$ cat config.mk
export PLATFORM = sky130hd
export DESIGN_NAME = swipe_gesture_detector_top
export DESIGN_NICKNAME = d
export VERILOG_FILES = /design/src/rtl/sgd_pkg.sv /design/src/rtl/swipe_gesture_detector_top.sv
export SDC_FILE = /design/constraint.sdc
export NUM_CORES = 1
export LEC_CHECK = 0
export ABC_AREA = 1
export BUFFER_PORTS_ARGS = -buffer_cell sky130_fd_sc_hd__clkbuf_2
export CORE_MARGIN = 2
export CORE_UTILIZATION = 50
export DETAILED_ROUTE_END_ITERATION = 8
export PLACE_DENSITY_LB_ADDON = 0.08
export SYNTH_ARGS = -nofsm -noshare
export SYNTH_HDL_FRONTEND = slang
export SYNTH_SLANG_ARGS = --single-unit
$ cat constraint.sdc
create_clock -name aclk -period 7.61 [get_ports aclk]
set_input_delay 2.283 -clock aclk [delete_from_list [all_inputs] [get_ports aclk]]
set_output_delay 2.283 -clock aclk [all_outputs]
set_load 0.1 [all_outputs]
$ cat src/rtl/sgd_pkg.sv
// Shared types and constants for the swipe gesture detector.
package sgd_pkg;

    localparam int COORD_W    = 16;
    localparam int TIME_W     = 48;
    localparam int THRESH_W   = 16;
    localparam int IDLE_W     = 24;
    localparam int TRAVEL_W   = THRESH_W + 2;
    localparam int CFG_DATA_W = 24;
    localparam int CFG_IDX_W  = 2;

    localparam logic [1:0] CMD_CONTACT = 2'd0;
    localparam logic [1:0] CMD_X       = 2'd1;
    localparam logic [1:0] CMD_Y       = 2'd2;

    localparam logic [2:0] GEST_NONE  = 3'd0;
    localparam logic [2:0] GEST_RIGHT = 3'd1;
    localparam logic [2:0] GEST_LEFT  = 3'd2;
    localparam logic [2:0] GEST_DOWN  = 3'd3;
    localparam logic [2:0] GEST_UP    = 3'd4;

    localparam logic [CFG_IDX_W-1:0] REG_MIN_X_SWIPE = 2'd0;
    localparam logic [CFG_IDX_W-1:0] REG_MIN_Y_SWIPE = 2'd1;
    localparam logic [CFG_IDX_W-1:0] REG_IDLE_GAP_US = 2'd2;

    localparam logic [THRESH_W-1:0] MIN_X_SWIPE_RST = 16'd100;
    localparam logic [THRESH_W-1:0] MIN_Y_SWIPE_RST = 16'd80;
    localparam logic [IDLE_W-1:0]   IDLE_GAP_US_RST = 24'd200000;

    typedef struct packed {
        logic [1:0]         cmd;
        logic [COORD_W-1:0] coord;
        logic [TIME_W-1:0]  time_us;
    } sgd_in_t;

    typedef struct packed {
        logic [2:0] gesture;
        logic       clear_queue;
    } sgd_out_t;

endpackage

$ cat src/rtl/swipe_gesture_detector_top.sv
// Swipe gesture detector: touch event tracking, threshold compare and idle-gap clear.
//
// One item is accepted per clock unless a held result (m_ready low) blocks the input
// register. An accepted item sits there; a single add-and-compare stage then updates the
// axis and contact state and loads the result register once it is free or being read.
// The gesture state written by one item is seen by the item that follows it directly.
// Threshold and idle-gap registers are to be written through the cfg port while no item
// is in flight; the block itself does not enforce this.
module swipe_gesture_detector_top #(
    parameter int COORD_BITS = 16,
    parameter int TIME_BITS  = 48
) (
    input  logic                              aclk,
    input  logic                              aresetn,
    input  logic                              s_valid,
    output logic                              s_ready,
    input  sgd_pkg::sgd_in_t                  s_data,
    output logic                              m_valid,
    input  logic                              m_ready,
    output sgd_pkg::sgd_out_t                 m_data,
    input  logic                              cfg_wr_en,
    input  logic [sgd_pkg::CFG_IDX_W-1:0]     cfg_index,
    input  logic [sgd_pkg::CFG_DATA_W-1:0]    cfg_wdata
);
    import sgd_pkg::*;

    localparam int TW = (TIME_BITS < TIME_W) ? TIME_BITS : TIME_W;

    logic                        in_valid_reg;
    sgd_in_t                     in_data_reg;
    logic                        out_valid_reg;
    sgd_out_t                    out_data_reg;

    logic [THRESH_W-1:0]         min_x_reg;
    logic [THRESH_W-1:0]         min_y_reg;
    logic [IDLE_W-1:0]           idle_gap_reg;

    logic [COORD_BITS-1:0]       last_x_reg, last_x_next;
    logic [COORD_BITS-1:0]       last_y_reg, last_y_next;
    logic signed [TRAVEL_W-1:0]  travel_x_reg, travel_x_next;
    logic signed [TRAVEL_W-1:0]  travel_y_reg, travel_y_next;
    logic [TW-1:0]               last_contact_reg, last_contact_next;

    logic                        load_out;
    logic                        advance;

    logic [COORD_BITS-1:0]       pos;
    logic [TW-1:0]               now;
    logic                        is_x;
    logic [COORD_BITS-1:0]       prev_pos;
    logic signed [TRAVEL_W-1:0]  cur_travel;
    logic [THRESH_W-1:0]         limit;
    logic [COORD_BITS:0]         move;
    logic signed [TRAVEL_W-1:0]  move_ext;
    logic signed [TRAVEL_W-1:0]  travel_sum;
    logic signed [TRAVEL_W-1:0]  limit_s;
    logic signed [TRAVEL_W-1:0]  neg_limit;
    logic                        pos_hit;
    logic                        neg_hit;
    logic [2:0]                  axis_gesture;
    logic [TW:0]                 gap_sum;
    logic                        gap_hit;
    sgd_out_t                    out_next;

    // Handshake
    assign load_out = !out_valid_reg || m_ready;
    assign advance  = in_valid_reg && load_out;
    assign s_ready  = !in_valid_reg || load_out;
    assign m_valid  = out_valid_reg;
    assign m_data   = out_data_reg;

    // Shared axis datapath
    always_comb begin
        pos        = in_data_reg.coord[COORD_BITS-1:0];
        now        = in_data_reg.time_us[TW-1:0];
        is_x       = (in_data_reg.cmd == CMD_X);
        prev_pos   = is_x ? last_x_reg : last_y_reg;
        cur_travel = is_x ? travel_x_reg : travel_y_reg;
        limit      = is_x ? min_x_reg : min_y_reg;
        move       = {1'b0, pos} - {1'b0, prev_pos};
        move_ext   = (prev_pos != '0)
                   ? {{(TRAVEL_W-COORD_BITS-1){move[COORD_BITS]}}, move}
                   : '0;
        travel_sum = cur_travel + move_ext;
        limit_s    = {{(TRAVEL_W-THRESH_W){1'b0}}, limit};
        neg_limit  = -limit_s;
        pos_hit    = travel_sum > limit_s;
        neg_hit    = travel_sum < neg_limit;
        priority if (pos_hit) begin
            axis_gesture = is_x ? GEST_RIGHT : GEST_DOWN;
        end else if (neg_hit) begin
            axis_gesture = is_x ? GEST_LEFT : GEST_UP;
        end else begin
            axis_gesture = GEST_NONE;
        end
        gap_sum = {1'b0, last_contact_reg} + {{(TW+1-IDLE_W){1'b0}}, idle_gap_reg};
        gap_hit = (last_contact_reg != '0) && ({1'b0, now} > gap_sum);
    end

    // Next state and result
    always_comb begin
        last_x_next         = last_x_reg;
        last_y_next         = last_y_reg;
        travel_x_next       = travel_x_reg;
        travel_y_next       = travel_y_reg;
        last_contact_next   = last_contact_reg;
        out_next.gesture    = GEST_NONE;
        out_next.clear_queue = 1'b0;
        unique case (in_data_reg.cmd)
            CMD_CONTACT: begin
                last_contact_next = now;
                if (gap_hit) begin
                    last_x_next          = '0;
                    last_y_next          = '0;
                    travel_x_next        = '0;
                    travel_y_next        = '0;
                    out_next.clear_queue = 1'b1;
                end
            end
            CMD_X: begin
                last_x_next      = pos;
                travel_x_next    = travel_sum;
                out_next.gesture = axis_gesture;
            end
            CMD_Y: begin
                last_y_next      = pos;
                travel_y_next    = travel_sum;
                out_next.gesture = axis_gesture;
            end
            default: begin
            end
        endcase
        if (out_next.gesture != GEST_NONE) begin
            last_x_next          = '0;
            last_y_next          = '0;
            travel_x_next        = '0;
            travel_y_next        = '0;
            out_next.clear_queue = 1'b1;
        end
    end

    // Input register
    always_ff @(posedge aclk) begin
        if (!aresetn) begin
            in_valid_reg <= 1'b0;
        end else if (s_valid && s_ready) begin
            in_valid_reg <= 1'b1;
        end else if (advance) begin
            in_valid_reg <= 1'b0;
        end
        if (s_valid && s_ready) begin
            in_data_reg <= s_data;
        end
    end

    // Result register
    always_ff @(posedge aclk) begin
        if (!aresetn) begin
            out_valid_reg <= 1'b0;
        end else if (advance) begin
            out_valid_reg <= 1'b1;
        end else if (m_ready) begin
            out_valid_reg <= 1'b0;
        end
        if (advance) begin
            out_data_reg <= out_next;
        end
    end

    // Gesture state
    always_ff @(posedge aclk) begin
        if (!aresetn) begin
            last_x_reg       <= '0;
            last_y_reg       <= '0;
            travel_x_reg     <= '0;
            travel_y_reg     <= '0;
            last_contact_reg <= '0;
        end else if (advance) begin
            last_x_reg       <= last_x_next;
            last_y_reg       <= last_y_next;
            travel_x_reg     <= travel_x_next;
            travel_y_reg     <= travel_y_next;
            last_contact_reg <= last_contact_next;
        end
    end

    // Configuration registers
    always_ff @(posedge aclk) begin
        if (!aresetn) begin
            min_x_reg    <= MIN_X_SWIPE_RST;
            min_y_reg    <= MIN_Y_SWIPE_RST;
            idle_gap_reg <= IDLE_GAP_US_RST;
        end else if (cfg_wr_en) begin
            unique case (cfg_index)
                REG_MIN_X_SWIPE: min_x_reg    <= cfg_wdata[THRESH_W-1:0];
                REG_MIN_Y_SWIPE: min_y_reg    <= cfg_wdata[THRESH_W-1:0];
                REG_IDLE_GAP_US: idle_gap_reg <= cfg_wdata[IDLE_W-1:0];
                default: begin
                end
            endcase
        end
    end

    // Checks
    a_report_clears: assert property (@(posedge aclk) disable iff (!aresetn)
        out_valid_reg && (out_data_reg.gesture != GEST_NONE) |-> out_data_reg.clear_queue)
        else $error("gesture reported without queue clear");

    a_report_resets_axes: assert property (@(posedge aclk) disable iff (!aresetn)
        advance && (out_next.gesture != GEST_NONE) |=>
            (travel_x_reg == '0) && (travel_y_reg == '0) &&
            (last_x_reg == '0) && (last_y_reg == '0))
        else $error("axes not cleared after gesture");

    a_travel_bounded: assert property (@(posedge aclk) disable iff (!aresetn)
        advance && (out_next.gesture == GEST_NONE) && in_data_reg.cmd == CMD_X |=>
            (travel_x_reg <= $signed({{(TRAVEL_W-THRESH_W){1'b0}}, min_x_reg})) &&
            (travel_x_reg >= -$signed({{(TRAVEL_W-THRESH_W){1'b0}}, min_x_reg})))
        else $error("x travel outside threshold without report");

    a_result_held: assert property (@(posedge aclk) disable iff (!aresetn)
        out_valid_reg && !m_ready |=> out_valid_reg && $stable(out_data_reg))
        else $error("stalled result changed");

endmodule

* Word-level counts from Yosys, hierarchy flattened *
Cells that the tools add are included.

operators by class
  add/subtract/negate cells = 4
  $lt $le $gt $ge = 3
  equality and inequality tests = 5
  multiplexer cells = 25
  reduce and logical (&&, ||, !) cells = 23

operators by type and width
  operator              number
  $mux W18              5
  $mux W16              5
  $pmux W18 S2          2
  $pmux W16 S2          2
  $add A48 B24 Y49      1
  $gt A48 B49 Y1        1
  $reduce_bool A48 Y1   1
  $add A18 B18 Y18      1
  $gt A18 B17 Y1        1
  $lt A18 B18 Y1        1
  $neg A16 Y18          1
  $sub A16 B16 Y17      1
  $reduce_bool A16 Y1   1
  $mux W3               4
  $reduce_bool A3 Y1    3
  $reduce_and A2 Y1     4
  $mux W1               6
  $reduce_and A3 Y1     2
  $eq A2 B1 Y1 const B  2
  $eq A2 B2 Y1 const B  2
  $logic_not A2 Y1      2
  $reduce_bool A2 Y1    2
  $logic_and A1 B1 Y1   3
  $ne A3 B3 Y1 const B  1
  4 further kinds       6

word-level totals
  bits in registers = 244
  bits of input ports = 97
  output and inout port bits = 6
  word-level logic and storage cells = 75

* Depth between registers and ports, before layout *
Gate-level depths: netlist of run 1.

  depth after elaboration = 12
  gate-level depth with buffers = 46
  depth with buffers taken out = 44

* Least setup slack after synthesis of run 1 *
No wires, ideal clock.

  kind = register to register
  start = reg in_data_reg[65] (netlist bit)
  end = reg last_x_reg[10]
  library setup time = 0.132 ns
  arrival time = 5.572 ns
  required time = 7.478 ns
  slack = 1.906 ns
  stages on the path, launching flop included = 43
  buffers on the path = 4
  clock period less this slack = 5.704 ns
  cell sequence = edfxtp_1 > inv_1 > ha_1 > buf_4 > buf_2 > mux2i_1 > ha_1 > a21oi_1 > a21oi_1 > nand2_1 > a31oi_1 > nand2_1 > nand3_1 > and2_1 > nand2_1 > nand2_1 > a21oi_1 > o21ai_0 > [... 7 more ...] > inv_1 > o21ai_0 > xor2_1 > inv_1 > nand2_1 > nand2_1 > ha_1 > nand3_1 > nor2_1 > nand3_1 > nand3_1 > nand2_1 > nand2_4 > nand4_4 > buf_4 > buf_6 > nand4_1 > a21oi_1

on the way
  longest elaborated chain between the ends = 12
  elaborated cells between the ends (all ways) = 25
  classes of those cells = add/sub: 3; order compare: 2; eq/ne: 3; mux: 11; reduce/logical: 6

ends and longest elaborated chain
  item                                                                 line                                                                 RTL
  start: declaration                                                   swipe_gesture_detector_top.sv:30                                     sgd_in_t in_data_reg;
  start signal: assignment                                             swipe_gesture_detector_top.sv:152                                    in_data_reg <= s_data;
  $eq A2 B1 Y1                                                         swipe_gesture_detector_top.sv:76, swipe_gesture_detector_top.sv:109
  $mux W16                                                             swipe_gesture_detector_top.sv:77                                     prev_pos = is_x ? last_x_reg : last_y_reg;
  $sub A16 B16 Y17 or $reduce_bool A16 Y1 (tied branches)              swipe_gesture_detector_top.sv:80, swipe_gesture_detector_top.sv:81
  $mux W18                                                             swipe_gesture_detector_top.sv:82                                     ? {{(TRAVEL_W-COORD_BITS-1){move[COORD_BITS]}}, move}
  $add A18 B18 Y18                                                     swipe_gesture_detector_top.sv:84                                     travel_sum = cur_travel + move_ext;
  $lt A18 B18 Y1                                                       swipe_gesture_detector_top.sv:88                                     neg_hit = travel_sum < neg_limit;
  $mux W3                                                              swipe_gesture_detector_top.sv:91                                     end else if (neg_hit) begin
  $mux W3                                                              swipe_gesture_detector_top.sv:89                                     priority if (pos_hit) begin
  $mux W3                                                              swipe_gesture_detector_top.sv:109                                    unique case (in_data_reg.cmd)
  $reduce_bool A3 Y1                                                   swipe_gesture_detector_top.sv:133                                    if (out_next.gesture != GEST_NONE) begin
  $ne A3 B3 Y1 (no source line) or $reduce_bool A3 Y1 (tied branches)  -
  $reduce_and A3 Y1 (no source line)                                   -
  end signal: assignment                                               swipe_gesture_detector_top.sv:179                                    last_x_reg <= last_x_next;
  end: declaration                                                     swipe_gesture_detector_top.sv:38                                     logic [COORD_BITS-1:0] last_x_reg, last_x_next;

Several ways; a longest one is shown, not always the timed one.
A chain may end at the register's enable or synchronous reset.

* Worst setup path after layout of run 1 *
  start = reg in_data_reg[65] (netlist bit)
  end = reg last_x_reg[7]

Same word-level chain as after synthesis.

==> impl_metrics.toml, run 1 <==
[synthesis]
syn_avg_cell_area_sq_um = 7.545
synth_nets = 2233
synth-adder-area-share_pct = 11.34
synth_top_family_by_area = "simple AND/OR/NAND/NOR gates"
yosysMostFrequentCell = "nand2_1"
ys_warn_count = 0
ys_top_cells_by_count = "nand2_1 (441), a21oi_1 (234), inv_1 (179), dfxtp_1 (174), nor2_1 (170)"
synthTopCellsByArea = "dfxtp_1 (23%), edfxtp_1 (14%), nand2_1 (11%), ha_1 (11%), a21oi_1 (7.8%)"
ys_ff_latch = 244
synth_top_area_share_pct = 23.07
ys_async_sr_fraction_pct = 0
synth_edf_count = 70
synthSimpleGateAreaFrac_pct = 25.92
ys_types = 54
synth.area.mux_share_pct = 0.7293
seq_area_frac_synth_pct = 37.00
synth-compound-area-share_pct = 13.44
synth_area_leader_cell = "dfxtp_1"
synthXorXnorAreaFrac_pct = 4.119
netlist_area_sq_um = 15100
synth_ff_type = "dfxtp_1"
syn_inst = 2001

[status]
status = "complete, no violations"

[clocking]
clk_path_buf_depth = 3
cts.sinks = 244
postCtsHoldBufs = 0
clk_pin_slew_ns = 0.06
cts_tree = "yes"
clock_latency_ns = 0.57
cts_buffers = 28
ctsRootBufferMaster = "clkbuf_16"
cts_max_level = 1

[layout]
postLayoutCoreUtil_pct = 56.84
areaGrowthSynthToFinish_pct = 11.89
ff_latch_area_sq_um = 5585
multi_input_area_sq_um = 8419
fin_cells = 2479
diodes = 0
layout.nets = 2299
layout-drive-gt1-share_pct = 9.813
num-fill-cells = 2832

[critical_path]
critPathArrivalTime_ns = 7.13
cp_common_cell = "nand2_1"
cp-start-kind = "flop"
crit_path_end_kind = "flop"
slowest_stage = "ha_1"
max_stage_delay_ns = 0.41
path_class = "flop to flop"
crit_buf_inv = 4
critical_path_cell_count = 40
r2r_cells = 40
path_max_fanout = 34
required_ns = 8.09
crit_family = "simple AND/OR/NAND/NOR gates"

[sta]
worst_pin_slew_ns = 1.214
hold_violations = 0
finalMaxSlewViolations = 0
slew_headroom_pct = 19.08
period_needed_ns = 6.654
clock_skew_ns = 0.01428
fin_crit_sh_pct = 87.43
setup_tns_ns = 0
rsz0062_at_grt = "false"
fin_ws_ns = 0.9563
setup_viol = 0
fmax_mhz = 150.3

[global_route]
grt_max_degree = 106
overflow = 0
antenna_found_initial = 0
grt_usage_pct = 25.03
grt_pass1_vias = 12820
grt_pass1_wl_mm = 64.14

[drt]
first_pass_iters = 6
drt-total-wl_mm = 39.50
detail-route-antenna-nets = 0
viasPerCell = 5.455
drt_first_iter_violations = 1074
drc_errors = 0
vias = 13520
wl_per_cell_um = 15.94

[die]
coreArea_sq_um = 29720
start_util_pct = 50.80
pin_count = 103
die_h_um = 177.8
placementRows = 63
die_w_um = 177.8
dieArea_sq_um = 31600

[place]
io_buffers = 102
placedCellCount = 2427
gp_congestion = 0.9083
dp_slack_ns = 0.8190
dp_hpwl_mm = 28.34

[pwr]
finalPower_mw = 3.689
power_per_cell_area_nw_per_um2 = 218.4
leakage_nw = 7.202
ir_drop_mv = 0.1721

[worst_hold_path]
hold_class = "flop to flop"
holdPathStages = 2

[run]
maxCapViolCount = 0
==> area by class of cell <==
type	count	area share [%]
Tap cell	390	2.889
Timing Repair Buffer	119	3.777
Clock inverter	16	1.570
Sequential cell	244	33.06
Multi-Input combinational cell	1481	49.84
Clock buffer	36	4.563
Inverter	193	4.296
==> kinds of logic after synthesis <==
family	Yosys count
simple gates	880
compound gates	384
buf+inv	276
flops	244
fa+ha+maj	135
xor+xnor	71
mux	11
==> worst register-to-register path: cells and delay by family (launching register included) <==
family	cells	cell delay [ns]
AO/OA/AOI/OAI	8	1.12
XOR/XNOR	1	0.23
adder cells (fa/ha/maj)	4	1.40
buffers and inverters	4	0.67
flip-flops	1	0.39
multiplexers	1	0.42
AND/OR/NAND/NOR	22	2.31
==> what timing repair did <==
action,4_1_cts,5_1_grt
setup buffers,0,0
resized for setup,0,1
endpoints found under the setup margin,0,18
==> path summary, 6_finish.rpt <==
kind | start | endpoint | slack [ns]
setup / recovery | in_data_reg[65] | last_x_reg[7] | 0.96
hold / removal | min_x_reg[9] | min_x_reg[9] | 0.45
setup reg to reg | in_data_reg[65] | last_x_reg[7] | 0.96
hold reg to reg | min_x_reg[9] | min_x_reg[9] | 0.45
==> report_power, final <==
part	switching, mW	leakage [nW]	internal, mW	total [mW]
clock network	0.570	0.497	0.923	1.49
registers	0.0367	2.10	1.40	1.43
logic	0.515	4.61	0.248	0.763
==> per-layer routing <==
metal | up-vias | routed length (um) | GRT usage, %
li1 | 6971 | - | -
met1 | 6167 | 18080 | 33.71
met2 | 331 | 18680 | 42.73
met3 | 54 | 1781 | 2.656
met4 | 0 | 963 | 6.523
met5 | - | 0 | 0
==> layout by cell type, fill, tap and decap left out, types with 84 or more instances in the layout <==
master    count
nand2_1     440
nand4_1     115
ha_1        130
nor2_1      170
a21oi_1     233
inv_1       178
o21ai_0     102
nand3_1      84
clkbuf_2    102
dfxtp_1     174
==> through the flow <==
stage	hold slack [ns]	area, sq um
finish	0.4519	16890
CTS	0.4523	16890
detailed placement	0.4423	15850
floorplan	0.4287	15100
global placement	0.4390	15850
global route	0.4740	16890
Power figures use the tool's default switching activity.
==> run 2, diff against run 1 <==
--- a/config.mk
+++ b/config.mk
@@ -9,6 +9,7 @@
 export BUFFER_PORTS_ARGS = -buffer_cell sky130_fd_sc_hd__clkbuf_2
 export CORE_MARGIN = 2
 export CORE_UTILIZATION = 50
+export CTS_BUF_LIST = sky130_fd_sc_hd__clkbuf_8 sky130_fd_sc_hd__clkbuf_16
 export DETAILED_ROUTE_END_ITERATION = 8
 export PLACE_DENSITY_LB_ADDON = 0.08
 export SYNTH_ARGS = -nofsm -noshare
==> run 2 against run 1 <==
Against the previous run:
- global-route usage unchanged
- clock skew rose by 0.0011 ns
- worst hold slack barely moved
- register-to-register slack got worse by 0.02 ns
- sequential power hardly changed
- die area is the same
- routed wire length about the same
- sequential share of layout area stayed put
- worst setup slack lost 0.016 ns
- highest routed layer unchanged
==> impl_metrics.toml, run 2 (synthesis gave the netlist of run 1 again) <==
[clocking]
clk_path_buf_depth = 3
cts.sinks = 244
postCtsHoldBufs = 0
postCtsSetupRepairBufs = 0
clock_latency_ns = 0.57
cts_max_level = 1
ctsRootBufferMaster = "clkbuf_16"
cts_buffers = 28
cts_tree = "yes"
clk_pin_slew_ns = 0.06
post_cts_resized = 0

[layout]
layout-drive-gt1-share_pct = 9.813
multi_input_area_sq_um = 8419
final_common_cell = "nand2_1"
diodes = 0
num-fill-cells = 2832
mostFrequentLayoutCells = "nand2_1 (440), a21oi_1 (233), inv_1 (182), dfxtp_1 (174), nor2_1 (170)"
areaGrowthSynthToFinish_pct = 11.89
ff_latch_area_sq_um = 5585
layout.nets = 2299

[pwr]
leakage_nw = 7.218
ir_drop_mv = 0.1721
power_per_cell_area_nw_per_um2 = 218.1

[sta]
slew_headroom_pct = 19.08
worst_pin_slew_ns = 1.214
clock_skew_ns = 0.01541
setup_viol = 0
fmax_mhz = 149.9
fin_ws_ns = 0.9401
hold_violations = 0
fin_hold_ws_ns = 0.4520
rsz0062_at_grt = "false"
fin_crit_sh_pct = 87.65
period_needed_ns = 6.670
finalMaxSlewViolations = 0
setup_tns_ns = 0

[global_route]
antenna_found_initial = 0
grt_pass1_vias = 12820
grt_usage_pct = 25.03
grt_max_degree = 106
overflow = 0
grt_pass1_wl_mm = 64.14

[drt]
vias = 13560
viasPerCell = 5.471
drt-total-wl_mm = 39.48
first_pass_iters = 6
drc_errors = 0
drt_first_iter_violations = 1083
detail-route-antenna-nets = 0
wl_per_cell_um = 15.92

[die]
dieArea_sq_um = 31600
start_util_pct = 50.80
pin_count = 103
die_h_um = 177.8
die_w_um = 177.8
placementRows = 63
coreArea_sq_um = 29720

[place]
dp_hpwl_mm = 28.34
dp_slack_ns = 0.8190
gp_congestion = 0.9083
io_buffers = 102

[critical_path]
cp-start-kind = "flop"
required_ns = 8.08
rrSetupSlack_ns = 0.94
crit_path_end_kind = "flop"
path_class = "flop to flop"
max_stage_delay_ns = 0.41
cp_common_cell = "nand2_1"
path_max_fanout = 34
r2r_cells = 40
critPathArrivalTime_ns = 7.14
slowest_stage = "ha_1"

[worst_hold_path]
holdPathStages = 2
hold_class = "flop to flop"

[status]
status = "complete, no violations"

[run]
maxCapViolCount = 0
-- run 2: cell types whose count changed in the layout (fill, tap and decap cells not counted), sizes merged --
cell,previous run,this run
inv,191,195
clkbuf,138,134
-- run 2: where the power goes --
group          switching [mW]  internal (mW)  total (mW)
Combinational           0.515          0.248       0.763
Sequential             0.0368           1.40        1.43
Clock                   0.570          0.917        1.49
-- run 2: metrics by stage --
step	power, mW	util, %	instances	instance area (sq um)
after floorplan	2.011	-	2001	15100
after global placement	2.203	53.34	2427	15850
after detailed placement	2.217	53.34	2427	15850
after global routing	3.869	56.84	2479	16890
final	3.684	56.84	2479	16890
after CTS	3.712	56.83	2479	16890
-- run 2: worst max-delay path, delay by kind of cell (launching register included) --
kind | cells | cell delay, ns
AND/OR/NAND/NOR | 22 | 2.31
adder cells (fa/ha/maj) | 4 | 1.40
AO/OA/AOI/OAI | 8 | 1.13
buffers and inverters | 4 | 0.67
multiplexers | 1 | 0.40
flip-flops | 1 | 0.39
XOR/XNOR | 1 | 0.24
-- run 2: worst paths after layout --
| kind | start | to |
|---|---|---|
| worst min register to register | min_x_reg[9] | min_x_reg[9] |
| worst min-delay path | min_x_reg[9] | min_x_reg[9] |
| worst max register to register | in_data_reg[65] | travel_x_reg[13] |
| worst max-delay path | in_data_reg[65] | travel_x_reg[13] |
-- run 2: routing by layer --
metal	track usage [%]	wire, um	vias up
li1	-	-	6973
met1	33.71	18070	6209
met2	42.73	18700	331
met3	2.656	1760	50
met4	6.523	946	0
met5	0	0	-
-- run 2: cell type report --
type                            instances  share of cell area [%]
Timing Repair Buffer                  119                   3.777
Multi-Input combinational cell       1481                   49.84
Inverter                              193                   4.296
Clock inverter                         20                   1.659
Clock buffer                           32                   4.474
Sequential cell                       244                   33.06
Tap cell                              390                   2.889
